===== config.mk =====
export PLATFORM = sky130hd
export DESIGN_NAME = touch_sample_qualifier_top_flat
export DESIGN_NICKNAME = d
export VERILOG_FILES = /design/src/tsq_pkg.sv /design/src/tsq_in_if.sv /design/src/tsq_out_if.sv /design/src/tsq_map_axis.sv /design/src/touch_sample_qualifier_top.sv /design/src/flat_wrapper.sv
export SDC_FILE = /design/constraint.sdc
export NUM_CORES = 1
export LEC_CHECK = 0
export BUFFER_PORTS_ARGS = -buffer_cell sky130_fd_sc_hd__clkbuf_2
export CORE_AREA = 2 2 247 249
export DETAILED_ROUTE_END_ITERATION = 7
export DIE_AREA = 0 0 249 251
export GPL_ROUTABILITY_DRIVEN = 0
export PLACE_DENSITY_LB_ADDON = 0.12
export SLEW_MARGIN = 30
export SYNTH_ARGS = -nofsm -noshare
export SYNTH_HDL_FRONTEND = slang
export SYNTH_SLANG_ARGS = --single-unit

===== constraint.sdc =====
create_clock -name clk -period 13.7 [get_ports clk]
set_input_delay 0 -clock clk [delete_from_list [all_inputs] [get_ports clk]]
set_output_delay 0 -clock clk [all_outputs]
set_load 0.02 [all_outputs]

===== src/tsq_pkg.sv =====
`timescale 1ns / 1ps

package tsq_pkg;

	// default geometry and group size
	localparam int SAMPLES_PER_READ_DEF = 2;
	localparam int SCREEN_WIDTH_DEF     = 480;
	localparam int SCREEN_HEIGHT_DEF    = 320;

	// field widths
	localparam int RAW_W      = 10;
	localparam int PRESS_W    = 12;
	localparam int SCREEN_X_W = 9;
	localparam int SCREEN_Y_W = 9;
	localparam int GAIN_W     = 18;
	localparam int OFFSET_W   = 28;
	localparam int JUMP_W     = 9;
	localparam int FRAC_W     = 14;

	// configuration port
	localparam int CFG_IDX_W  = 3;
	localparam int CFG_DATA_W = 28;

	typedef enum logic [CFG_IDX_W-1:0] {
		REG_GAIN_X       = 3'd0,
		REG_OFFSET_X     = 3'd1,
		REG_GAIN_Y       = 3'd2,
		REG_OFFSET_Y     = 3'd3,
		REG_MIN_PRESSURE = 3'd4,
		REG_MAX_PRESSURE = 3'd5,
		REG_MAX_JUMP     = 3'd6
	} cfg_reg_t;

	// register reset values
	localparam logic signed [GAIN_W-1:0]   GAIN_X_RST   = -18'sd9566;
	localparam logic signed [OFFSET_W-1:0] OFFSET_X_RST = 28'sd9059348;
	localparam logic signed [GAIN_W-1:0]   GAIN_Y_RST   = -18'sd6885;
	localparam logic signed [OFFSET_W-1:0] OFFSET_Y_RST = 28'sd6127909;
	localparam logic [PRESS_W-1:0]         MIN_PRESS_RST = 12'd80;
	localparam logic [PRESS_W-1:0]         MAX_PRESS_RST = 12'd1000;
	localparam logic [JUMP_W-1:0]          MAX_JUMP_RST  = 9'd35;

endpackage


===== src/tsq_in_if.sv =====
`timescale 1ns / 1ps

interface tsq_in_if;
	logic                         valid;
	logic                         ready;
	logic [tsq_pkg::RAW_W-1:0]    raw_x;
	logic [tsq_pkg::RAW_W-1:0]    raw_y;
	logic [tsq_pkg::PRESS_W-1:0]  raw_pressure;

	modport source (output valid, output raw_x, output raw_y, output raw_pressure,
		input ready);
	modport sink (input valid, input raw_x, input raw_y, input raw_pressure,
		output ready);
endinterface


===== src/tsq_out_if.sv =====
`timescale 1ns / 1ps

interface tsq_out_if;
	logic                           valid;
	logic                           ready;
	logic                           touch_valid;
	logic [tsq_pkg::SCREEN_X_W-1:0] screen_x;
	logic [tsq_pkg::SCREEN_Y_W-1:0] screen_y;

	modport source (output valid, output touch_valid, output screen_x, output screen_y,
		input ready);
	modport sink (input valid, input touch_valid, input screen_x, input screen_y,
		output ready);
endinterface


===== src/tsq_map_axis.sv =====
`timescale 1ns / 1ps

module tsq_map_axis #(
	parameter int LIMIT   = tsq_pkg::SCREEN_WIDTH_DEF,
	parameter int COORD_W = $clog2(LIMIT)
) (
	input  logic signed [tsq_pkg::GAIN_W-1:0]   gain,
	input  logic signed [tsq_pkg::OFFSET_W-1:0] offset,
	input  logic [tsq_pkg::RAW_W-1:0]           raw,
	output logic [COORD_W-1:0]                  coord
);

	localparam int PROD_W = tsq_pkg::OFFSET_W + 1;
	localparam int Q_W    = PROD_W - tsq_pkg::FRAC_W;

	logic signed [PROD_W-1:0] prod;
	logic signed [PROD_W-1:0] v;
	logic [Q_W-1:0]           q;

	// 18 x 11 signed product stays within 28 bits, one more for the offset add
	assign prod = PROD_W'(gain * $signed({1'b0, raw}));
	assign v    = prod + $signed({offset[tsq_pkg::OFFSET_W-1], offset});
	assign q    = v[PROD_W-1:tsq_pkg::FRAC_W];

	always_comb begin
		if (v[PROD_W-1]) begin
			coord = '0;
		end else if (q > Q_W'(LIMIT - 1)) begin
			coord = COORD_W'(LIMIT - 1);
		end else begin
			coord = q[COORD_W-1:0];
		end
	end

endmodule


===== src/touch_sample_qualifier_top.sv =====
`timescale 1ns / 1ps

// channel     | dir | handshake   | payload
// ------------+-----+-------------+------------------------------------
// sample_in   | in  | valid/ready | raw_x, raw_y, raw_pressure
// touch_out   | out | valid/ready | touch_valid, screen_x, screen_y
// cfg         | in  | cfg_we      | cfg_index, cfg_data
//
// one sample accepted per cycle unless stalled; results leave through the result register
// stage 1 maps both axes through the gain multipliers, stage 2 qualifies and accumulates
// the jump test and accumulators loop within stage 2, one sample each cycle unless stalled
// arst_n clears pipeline valids, group counters, sums, last points; loads register defaults
// a stalled result holds only stages that would collide with it; others keep moving

module touch_sample_qualifier_top #(
	parameter int SAMPLES_PER_READ = tsq_pkg::SAMPLES_PER_READ_DEF,
	parameter int SCREEN_WIDTH     = tsq_pkg::SCREEN_WIDTH_DEF,
	parameter int SCREEN_HEIGHT    = tsq_pkg::SCREEN_HEIGHT_DEF
) (
	input  logic                            clk,
	input  logic                            arst_n,
	input  logic                            cfg_we,
	input  logic [tsq_pkg::CFG_IDX_W-1:0]   cfg_index,
	input  logic [tsq_pkg::CFG_DATA_W-1:0]  cfg_data,
	tsq_in_if.sink                          sample_in,
	tsq_out_if.source                       touch_out
);

	localparam int N       = SAMPLES_PER_READ;
	localparam int CNT_W   = $clog2(N + 1);
	localparam int CW_X    = $clog2(SCREEN_WIDTH);
	localparam int CW_Y    = $clog2(SCREEN_HEIGHT);
	localparam int JW_X    = (CW_X > tsq_pkg::JUMP_W) ? CW_X : tsq_pkg::JUMP_W;
	localparam int JW_Y    = (CW_Y > tsq_pkg::JUMP_W) ? CW_Y : tsq_pkg::JUMP_W;
	localparam int SUM_X_W = $clog2(N * SCREEN_WIDTH);
	localparam int SUM_Y_W = $clog2(N * SCREEN_HEIGHT);
	localparam int SUM_M_W = (SUM_X_W > SUM_Y_W) ? SUM_X_W : SUM_Y_W;
	// floor(sum / N) as multiply by a rounded-up reciprocal, exact over the sum range
	localparam int DIV_SHIFT = SUM_M_W + $clog2(N) + 1;
	localparam int RECIP     = ((2 ** DIV_SHIFT) + N - 1) / N;
	localparam int RECIP_W   = DIV_SHIFT + 1;
	localparam int PX_W      = SUM_X_W + RECIP_W;
	localparam int PY_W      = SUM_Y_W + RECIP_W;

	// configuration registers
	logic signed [tsq_pkg::GAIN_W-1:0]   gain_x_q, gain_y_q;
	logic signed [tsq_pkg::OFFSET_W-1:0] offset_x_q, offset_y_q;
	logic [tsq_pkg::PRESS_W-1:0]         min_press_q, max_press_q;
	logic [tsq_pkg::JUMP_W-1:0]          max_jump_q;

	always_ff @(posedge clk or negedge arst_n) begin
		if (!arst_n) begin
			gain_x_q    <= tsq_pkg::GAIN_X_RST;
			offset_x_q  <= tsq_pkg::OFFSET_X_RST;
			gain_y_q    <= tsq_pkg::GAIN_Y_RST;
			offset_y_q  <= tsq_pkg::OFFSET_Y_RST;
			min_press_q <= tsq_pkg::MIN_PRESS_RST;
			max_press_q <= tsq_pkg::MAX_PRESS_RST;
			max_jump_q  <= tsq_pkg::MAX_JUMP_RST;
		end else if (cfg_we) begin
			unique case (tsq_pkg::cfg_reg_t'(cfg_index))
				tsq_pkg::REG_GAIN_X:       gain_x_q    <= cfg_data[tsq_pkg::GAIN_W-1:0];
				tsq_pkg::REG_OFFSET_X:     offset_x_q  <= cfg_data[tsq_pkg::OFFSET_W-1:0];
				tsq_pkg::REG_GAIN_Y:       gain_y_q    <= cfg_data[tsq_pkg::GAIN_W-1:0];
				tsq_pkg::REG_OFFSET_Y:     offset_y_q  <= cfg_data[tsq_pkg::OFFSET_W-1:0];
				tsq_pkg::REG_MIN_PRESSURE: min_press_q <= cfg_data[tsq_pkg::PRESS_W-1:0];
				tsq_pkg::REG_MAX_PRESSURE: max_press_q <= cfg_data[tsq_pkg::PRESS_W-1:0];
				tsq_pkg::REG_MAX_JUMP:     max_jump_q  <= cfg_data[tsq_pkg::JUMP_W-1:0];
				default: ;
			endcase
		end
	end

	// pipeline control
	logic valid_s1, valid_s2, out_valid_q;
	logic out_free, s2_go, s2_free, s1_go, s2_last;

	assign out_free = !out_valid_q || touch_out.ready;
	assign s2_go    = valid_s2 && (!s2_last || out_free);
	assign s2_free  = !valid_s2 || s2_go;
	assign s1_go    = valid_s1 && s2_free;
	assign sample_in.ready = !valid_s1 || s1_go;

	// stage 1: input register and axis mapping
	logic [tsq_pkg::RAW_W-1:0]   raw_x_s1, raw_y_s1;
	logic [tsq_pkg::PRESS_W-1:0] press_s1;
	logic [CW_X-1:0]             tx_map;
	logic [CW_Y-1:0]             ty_map;
	logic                        hit_map;

	// screen x comes from raw y, screen y from raw x
	tsq_map_axis #(.LIMIT(SCREEN_WIDTH), .COORD_W(CW_X)) u_map_x (
		.gain   (gain_x_q),
		.offset (offset_x_q),
		.raw    (raw_y_s1),
		.coord  (tx_map)
	);

	tsq_map_axis #(.LIMIT(SCREEN_HEIGHT), .COORD_W(CW_Y)) u_map_y (
		.gain   (gain_y_q),
		.offset (offset_y_q),
		.raw    (raw_x_s1),
		.coord  (ty_map)
	);

	assign hit_map = (press_s1 >= min_press_q) && (press_s1 <= max_press_q);

	// stage 2 registers
	logic            hit_s2;
	logic [CW_X-1:0] tx_s2;
	logic [CW_Y-1:0] ty_s2;

	always_ff @(posedge clk) begin
		if (sample_in.valid && sample_in.ready) begin
			raw_x_s1 <= sample_in.raw_x;
			raw_y_s1 <= sample_in.raw_y;
			press_s1 <= sample_in.raw_pressure;
		end
		if (s1_go) begin
			hit_s2 <= hit_map;
			tx_s2  <= tx_map;
			ty_s2  <= ty_map;
		end
	end

	// stage 2: group state
	logic [CNT_W-1:0]   slot_cnt_q, acc_cnt_q, acc_next;
	logic [SUM_X_W-1:0] sum_x_q, sum_x_next;
	logic [SUM_Y_W-1:0] sum_y_q, sum_y_next;
	logic [CW_X-1:0]    prev_x_q, dx;
	logic [CW_Y-1:0]    prev_y_q, dy;
	logic               near, take, all_ok;
	logic [PX_W-1:0]    prod_x;
	logic [PY_W-1:0]    prod_y;
	logic [CW_X-1:0]    avg_x;
	logic [CW_Y-1:0]    avg_y;

	assign dx   = (tx_s2 > prev_x_q) ? tx_s2 - prev_x_q : prev_x_q - tx_s2;
	assign dy   = (ty_s2 > prev_y_q) ? ty_s2 - prev_y_q : prev_y_q - ty_s2;
	assign near = (JW_X'(dx) <= JW_X'(max_jump_q)) && (JW_Y'(dy) <= JW_Y'(max_jump_q));
	// first accepted sample of a group skips the jump test
	assign take = hit_s2 && ((acc_cnt_q == '0) || near);

	assign acc_next   = acc_cnt_q + CNT_W'(take);
	assign sum_x_next = sum_x_q + (take ? SUM_X_W'(tx_s2) : '0);
	assign sum_y_next = sum_y_q + (take ? SUM_Y_W'(ty_s2) : '0);
	assign s2_last    = (slot_cnt_q == CNT_W'(N - 1));
	assign all_ok     = (acc_next == CNT_W'(N));

	assign prod_x = PX_W'(sum_x_next * RECIP_W'(RECIP));
	assign prod_y = PY_W'(sum_y_next * RECIP_W'(RECIP));
	assign avg_x  = prod_x[DIV_SHIFT +: CW_X];
	assign avg_y  = prod_y[DIV_SHIFT +: CW_Y];

	always_ff @(posedge clk or negedge arst_n) begin
		if (!arst_n) begin
			valid_s1    <= 1'b0;
			valid_s2    <= 1'b0;
			out_valid_q <= 1'b0;
			slot_cnt_q  <= '0;
			acc_cnt_q   <= '0;
			sum_x_q     <= '0;
			sum_y_q     <= '0;
			prev_x_q    <= '0;
			prev_y_q    <= '0;
		end else begin
			if (sample_in.ready) begin
				valid_s1 <= sample_in.valid;
			end
			if (s2_free) begin
				valid_s2 <= s1_go;
			end
			if (s2_go && s2_last) begin
				out_valid_q <= 1'b1;
			end else if (touch_out.ready) begin
				out_valid_q <= 1'b0;
			end
			if (s2_go) begin
				if (s2_last) begin
					slot_cnt_q <= '0;
					acc_cnt_q  <= '0;
					sum_x_q    <= '0;
					sum_y_q    <= '0;
					prev_x_q   <= '0;
					prev_y_q   <= '0;
				end else begin
					slot_cnt_q <= slot_cnt_q + CNT_W'(1);
					acc_cnt_q  <= acc_next;
					sum_x_q    <= sum_x_next;
					sum_y_q    <= sum_y_next;
					if (take) begin
						prev_x_q <= tx_s2;
						prev_y_q <= ty_s2;
					end
				end
			end
		end
	end

	// result register
	logic                           touch_valid_q;
	logic [tsq_pkg::SCREEN_X_W-1:0] screen_x_q;
	logic [tsq_pkg::SCREEN_Y_W-1:0] screen_y_q;

	always_ff @(posedge clk) begin
		if (s2_go && s2_last) begin
			touch_valid_q <= all_ok;
			screen_x_q    <= all_ok ? tsq_pkg::SCREEN_X_W'(avg_x) : '0;
			screen_y_q    <= all_ok ? tsq_pkg::SCREEN_Y_W'(avg_y) : '0;
		end
	end

	assign touch_out.valid       = out_valid_q;
	assign touch_out.touch_valid = touch_valid_q;
	assign touch_out.screen_x    = screen_x_q;
	assign touch_out.screen_y    = screen_y_q;

	a_invalid_zero: assert property (@(posedge clk) disable iff (!arst_n)
		out_valid_q && !touch_valid_q |-> (screen_x_q == '0) && (screen_y_q == '0))
		else $error("invalid touch result carries non-zero coordinates");

	a_acc_le_slot: assert property (@(posedge clk) disable iff (!arst_n)
		acc_cnt_q <= slot_cnt_q)
		else $error("more accepted samples than slots used");

	a_slot_range: assert property (@(posedge clk) disable iff (!arst_n)
		slot_cnt_q < CNT_W'(N))
		else $error("slot count past group size");

	a_group_clear: assert property (@(posedge clk) disable iff (!arst_n)
		s2_go && s2_last |=> (slot_cnt_q == '0) && (acc_cnt_q == '0) && out_valid_q)
		else $error("group state not cleared after result");

	a_s1_no_overwrite: assert property (@(posedge clk) disable iff (!arst_n)
		sample_in.valid && sample_in.ready && valid_s1 |-> s1_go)
		else $error("stage 1 overwritten while holding an item");

endmodule

===== src/flat_wrapper.sv =====
// flat-port wrapper written by rule: the top's interface ports become plain ports
module touch_sample_qualifier_top_flat 
#(
	parameter int SAMPLES_PER_READ = tsq_pkg::SAMPLES_PER_READ_DEF,
	parameter int SCREEN_WIDTH     = tsq_pkg::SCREEN_WIDTH_DEF,
	parameter int SCREEN_HEIGHT    = tsq_pkg::SCREEN_HEIGHT_DEF
)
  (clk, arst_n, cfg_we, cfg_index, cfg_data, sample_in_valid, sample_in_raw_x, sample_in_raw_y, sample_in_raw_pressure, sample_in_ready, touch_out_valid, touch_out_touch_valid, touch_out_screen_x, touch_out_screen_y, touch_out_ready);
  tsq_in_if sample_in_i ();
  tsq_out_if touch_out_i ();
  input  logic clk;
  input  logic arst_n;
  input  logic cfg_we;
  input  logic [tsq_pkg::CFG_IDX_W-1:0] cfg_index;
  input  logic [tsq_pkg::CFG_DATA_W-1:0] cfg_data;
  input wire logic [$bits(sample_in_i.valid)-1:0] sample_in_valid;
  input wire logic [$bits(sample_in_i.raw_x)-1:0] sample_in_raw_x;
  input wire logic [$bits(sample_in_i.raw_y)-1:0] sample_in_raw_y;
  input wire logic [$bits(sample_in_i.raw_pressure)-1:0] sample_in_raw_pressure;
  output wire logic [$bits(sample_in_i.ready)-1:0] sample_in_ready;
  output wire logic [$bits(touch_out_i.valid)-1:0] touch_out_valid;
  output wire logic [$bits(touch_out_i.touch_valid)-1:0] touch_out_touch_valid;
  output wire logic [$bits(touch_out_i.screen_x)-1:0] touch_out_screen_x;
  output wire logic [$bits(touch_out_i.screen_y)-1:0] touch_out_screen_y;
  input wire logic [$bits(touch_out_i.ready)-1:0] touch_out_ready;
  assign sample_in_i.valid = sample_in_valid;
  assign sample_in_i.raw_x = sample_in_raw_x;
  assign sample_in_i.raw_y = sample_in_raw_y;
  assign sample_in_i.raw_pressure = sample_in_raw_pressure;
  assign sample_in_ready = sample_in_i.ready;
  assign touch_out_valid = touch_out_i.valid;
  assign touch_out_touch_valid = touch_out_i.touch_valid;
  assign touch_out_screen_x = touch_out_i.screen_x;
  assign touch_out_screen_y = touch_out_i.screen_y;
  assign touch_out_i.ready = touch_out_ready;
  touch_sample_qualifier_top #(.SAMPLES_PER_READ(SAMPLES_PER_READ), .SCREEN_WIDTH(SCREEN_WIDTH), .SCREEN_HEIGHT(SCREEN_HEIGHT)) u_core (.clk(clk), .arst_n(arst_n), .cfg_we(cfg_we), .cfg_index(cfg_index), .cfg_data(cfg_data), .sample_in(sample_in_i), .touch_out(touch_out_i));
endmodule

==> flow_summary_export.csv <==
group,metric,value,unit
run_status,status,"finished clean",
floorplan,core,0.0598,mm2
layout,nets,3508,
clock_network,cts_sinks,240,
sta,relSlewSlack,43.2,%
global_routing,grt_pass1_wl,107000,um
floorplan,fp-row-count,90,
routing,wl_per_cell,17.4,um
global_routing,grt_max_degree,65,
logic_synthesis,synthArstFlopShare,70.8,%
global_routing,grt_overflow,0,
flow_run,max_cap_violations,0,
logic_synthesis,synth_top_area_cell,"fa_1",
logic_synthesis,ys_ff_latch,240,
sta,period_needed,6.62,ns
logic_synthesis,synthDistinctLibCells,75,
logic_synthesis,yosys-top-cells-area,"fa_1 29%, dfrtp_1 11%, ha_1 10%, inv_1 8.7%, edfxtp_1 7.9%",
floorplan,die_width,249,um
routing,drt_iter0_drc,773,
floorplan,die_h,251,um
logic_synthesis,yosys_warnings,0,
sta,finalSetupViolCount,0,
routing,num_vias,18420,
worst_hold_path,hold_path.class,"primary input to async pin",
place,port_buffers,88,
floorplan,start_util,44.8,%
worst_setup_path,path_class,"flop to flop",
sta,fin_skew,0.0262,ns
routing,detail_route.first_pass.iterations,5,
logic_synthesis,ys.flop_type,"dfrtp_1",
sta,finalMaxSlewViolations,0,
clock_network,htreeDepth,1,
worst_setup_path,critPathLaunchType,"flop",
worst_setup_path,worst-path-max-fanout,18,
layout,drive_gt1_share,11.1,%
sta,period_share,48.3,%
logic_synthesis,synth_top_area_share,28.6,%
worst_setup_path,required,14.02,ns
clock_network,cts_root_buf,"clkbuf_16",
logic_synthesis,syn_avg_cell_area,9.73,um2
sta,grt_setup_unrepaired,"no",
worst_setup_path,crit_path_end_kind,"flop",
routing,vias_per_cell,5.06,
sta,worst_pin_slew,0.850,ns
clock_network,clock_latency,0.59,ns
routing,drtAntennaViolNets,0,
floorplan,fp.dieArea,0.0625,mm2
global_routing,grt_pass1_vias,20111,
sta,hold_viol,0,
logic_synthesis,synthesis.nets,3422,
global_routing,track_usage,21.3,%
routing,wl,63500,um
logic_synthesis,yosysSeqAreaShare,24.0,%
logic_synthesis,synth_cells,2751,
sta,max_clock_freq,0.151,GHz
clock_network,tritoncts,"built",
place,hpwl,51400,um
clock_network,cts_resized,0,
clock_network,cts-buffers-inserted,29,
clock_network,clk_pin_slew_worst_paths,0.06,ns
sta,fin_tns_setup,0,ns
floorplan,ios,89,
clock_network,clockBufferDepth,3,
logic_synthesis,synth-edff-count,70,
routing,drc_errors,0,
worst_setup_path,worst_ep_arrival_time,6.95,ns
global_routing,grt_antenna_before_repair,1,
layout,areaGrowthSynthToFinish,10.7,%
layout,antenna_cells,0,
logic_synthesis,netlist_area,0.0268,mm2
-- final timing paths --
path / from / endpoint / slack [ns] / cells after the start
max reg2reg: u_core.raw_y_s1[2]$_DFFE_PP_ / u_core.tx_s2[2]$_SDFFCE_PP0P_ / 7.08 / 21
max: u_core.raw_y_s1[2]$_DFFE_PP_ / u_core.tx_s2[2]$_SDFFCE_PP0P_ / 7.08 / 21
min reg2reg: u_core.sum_y_q[2]$_DFFE_PN0P_ / u_core.sum_y_q[2]$_DFFE_PN0P_ / 0.49 / 2
max in group asynchronous: arst_n / u_core.prev_y_q[3]$_DFFE_PN0P_ / 11.95 / 4
min in group clk: cfg_we / u_core.min_press_q[6]$_DFFE_PN1P_ / 0.09 / 5
min: arst_n / u_core.offset_y_q[6]$_DFFE_PN0P_ / 0.04 / 2
-- placed cells by master (no fill, tap or decap), drive strengths merged, types with 5 or more instances in the layout --
| cell type | synthesis | routed |
|---|---|---|
| a22o | 23 | 23 |
| nor4 | 5 | 5 |
| xor2 | 24 | 24 |
| clkbuf | 102 | 120 |
| mux2i | 12 | 12 |
| nor2 | 56 | 56 |
| and2 | 131 | 131 |
| buf | 12 | 14 |
| dfrtp | 119 | 119 |
| o21a | 12 | 12 |
| o211ai | 12 | 12 |
| xnor2 | 47 | 47 |
| dfstp | 51 | 51 |
| nor2b | 12 | 12 |
| o41ai | 6 | 6 |
| nand2b | 17 | 17 |
| a31oi | 6 | 6 |
| bufinv | 0 | 6 |
| a21oi | 91 | 91 |
| a211oi | 7 | 7 |
| nor3 | 15 | 15 |
| clkinv | 0 | 9 |
| nand3 | 16 | 16 |
| mux2 | 95 | 95 |
| edfxtp | 70 | 70 |
| o21bai | 9 | 9 |
| o31a | 8 | 8 |
| a21o | 37 | 37 |
| dlygate4sd3 | 0 | 68 |
| inv | 619 | 621 |
| nand2 | 354 | 354 |
| nand4 | 20 | 20 |
| fa | 382 | 382 |
| o21ai | 100 | 100 |
| ha | 221 | 221 |
-- flip-flops by register name, summed over array words and instances, names as in the netlist, 2 cells and up --
name,cells
u_core.gain_y_q,18
u_core.tx_s2,9
u_core.acc_cnt_q,2
u_core.max_press_q,12
u_core.offset_y_q,28
u_core.raw_y_s1,10
u_core.sum_y_q,10
u_core.prev_y_q,9
u_core.sum_x_q,10
u_core.press_s1,12
u_core.prev_x_q,9
u_core.ty_s2,9
u_core.min_press_q,12
u_core.slot_cnt_q,2
u_core.max_jump_q,9
u_core.offset_x_q,28
u_core.gain_x_q,18
u_core.touch_out.screen_x,9
u_core.touch_out.screen_y,9
u_core.raw_x_s1,10
-- cell usage after synthesis (all sizes together), types with 8 or more instances --
cell type and number:
a22o 23, o21a 12, dfstp 51, o211ai 12, nor2b 12, nor3 15, clkbuf 102, mux2 95
fa 382, a21o 37, o21ai 100, mux2i 12, nand4 20, and2 131, nor2 56, ha 221
nand3 16, o21bai 9, xnor2 47, dfrtp 119, xor2 24, edfxtp 70, inv 619, nand2 354
nand2b 17, a21oi 91, buf 12, o31a 8
-- per-layer routing --
metal  part of all wire (%)  up-vias  global-route usage (%)
met5                      0        -                       0
met4                    2.5        0                    5.71
met3                    3.4       98                    1.96
met2                     48      329                    36.9
met1                     46     9257                    28.7
li1                       -     8736                       -
-- stage by stage --
step | hold slack, ns | cells | utilization (%) | setup slack [ns] | cell area (um2)
after floorplan | -0.296 | 2751 | - | 7.50 | 26800
after CTS | 0.0575 | 3641 | 49.6 | 7.06 | 29600
after global routing | 0.103 | 3641 | 49.6 | 6.23 | 29600
after global placement | 0.00605 | 3520 | 46.6 | 7.25 | 27900
after detailed placement | 0.0207 | 3520 | 46.6 | 7.08 | 27900
final | 0.0401 | 3641 | 49.6 | 7.08 | 29600
-- worst max-delay path, cell delays in order (launching register included) --
cell and delay [ns]:
edfxtp_1 0.77, nand2_1 0.25, fa_1 0.67, inv_1 0.13
fa_1 0.49, inv_1 0.05, fa_1 0.53, inv_1 0.05
fa_1 0.47, inv_1 0.05, fa_1 0.47, inv_1 0.04
ha_1 0.38, a211oi_1 0.36, o211ai_1 0.14, nor2_1 0.12
a21oi_1 0.05, a21oi_1 0.27, mux2i_1 0.14, nor4_1 0.22
o211ai_1 0.32, o31a_1 0.39
-- cell families after synthesis --
logic type,synth area share [%]
flip-flops,24.0
adder cells (fa/ha/maj),38.9
buffers and inverters,10.4
AO/OA/AOI/OAI,8.41
XOR/XNOR,2.41
AND/OR/NAND/NOR,11.5
multiplexers,4.44
-- what timing repair did --
action | in CTS | in global routing
endpoints found under the setup margin | 0 | 0
hold buffers | 68 | 0
endpoints found under the hold margin | 217 | 0
buffers inserted | 0 | 0
-- layout make-up --
cell class                 count  area (um2)
timing repair buffer         169        1230
multi-input combinational   1778       17600
tap                          782         978
fill                        5483       30200
clock inverter                20         269
inverter                     619        2320
clock buffer                  33         815
sequential                   240        6420
Power is not shown: default switching activity piles up to over one toggle a cycle in this logic, so the estimate is an artifact.
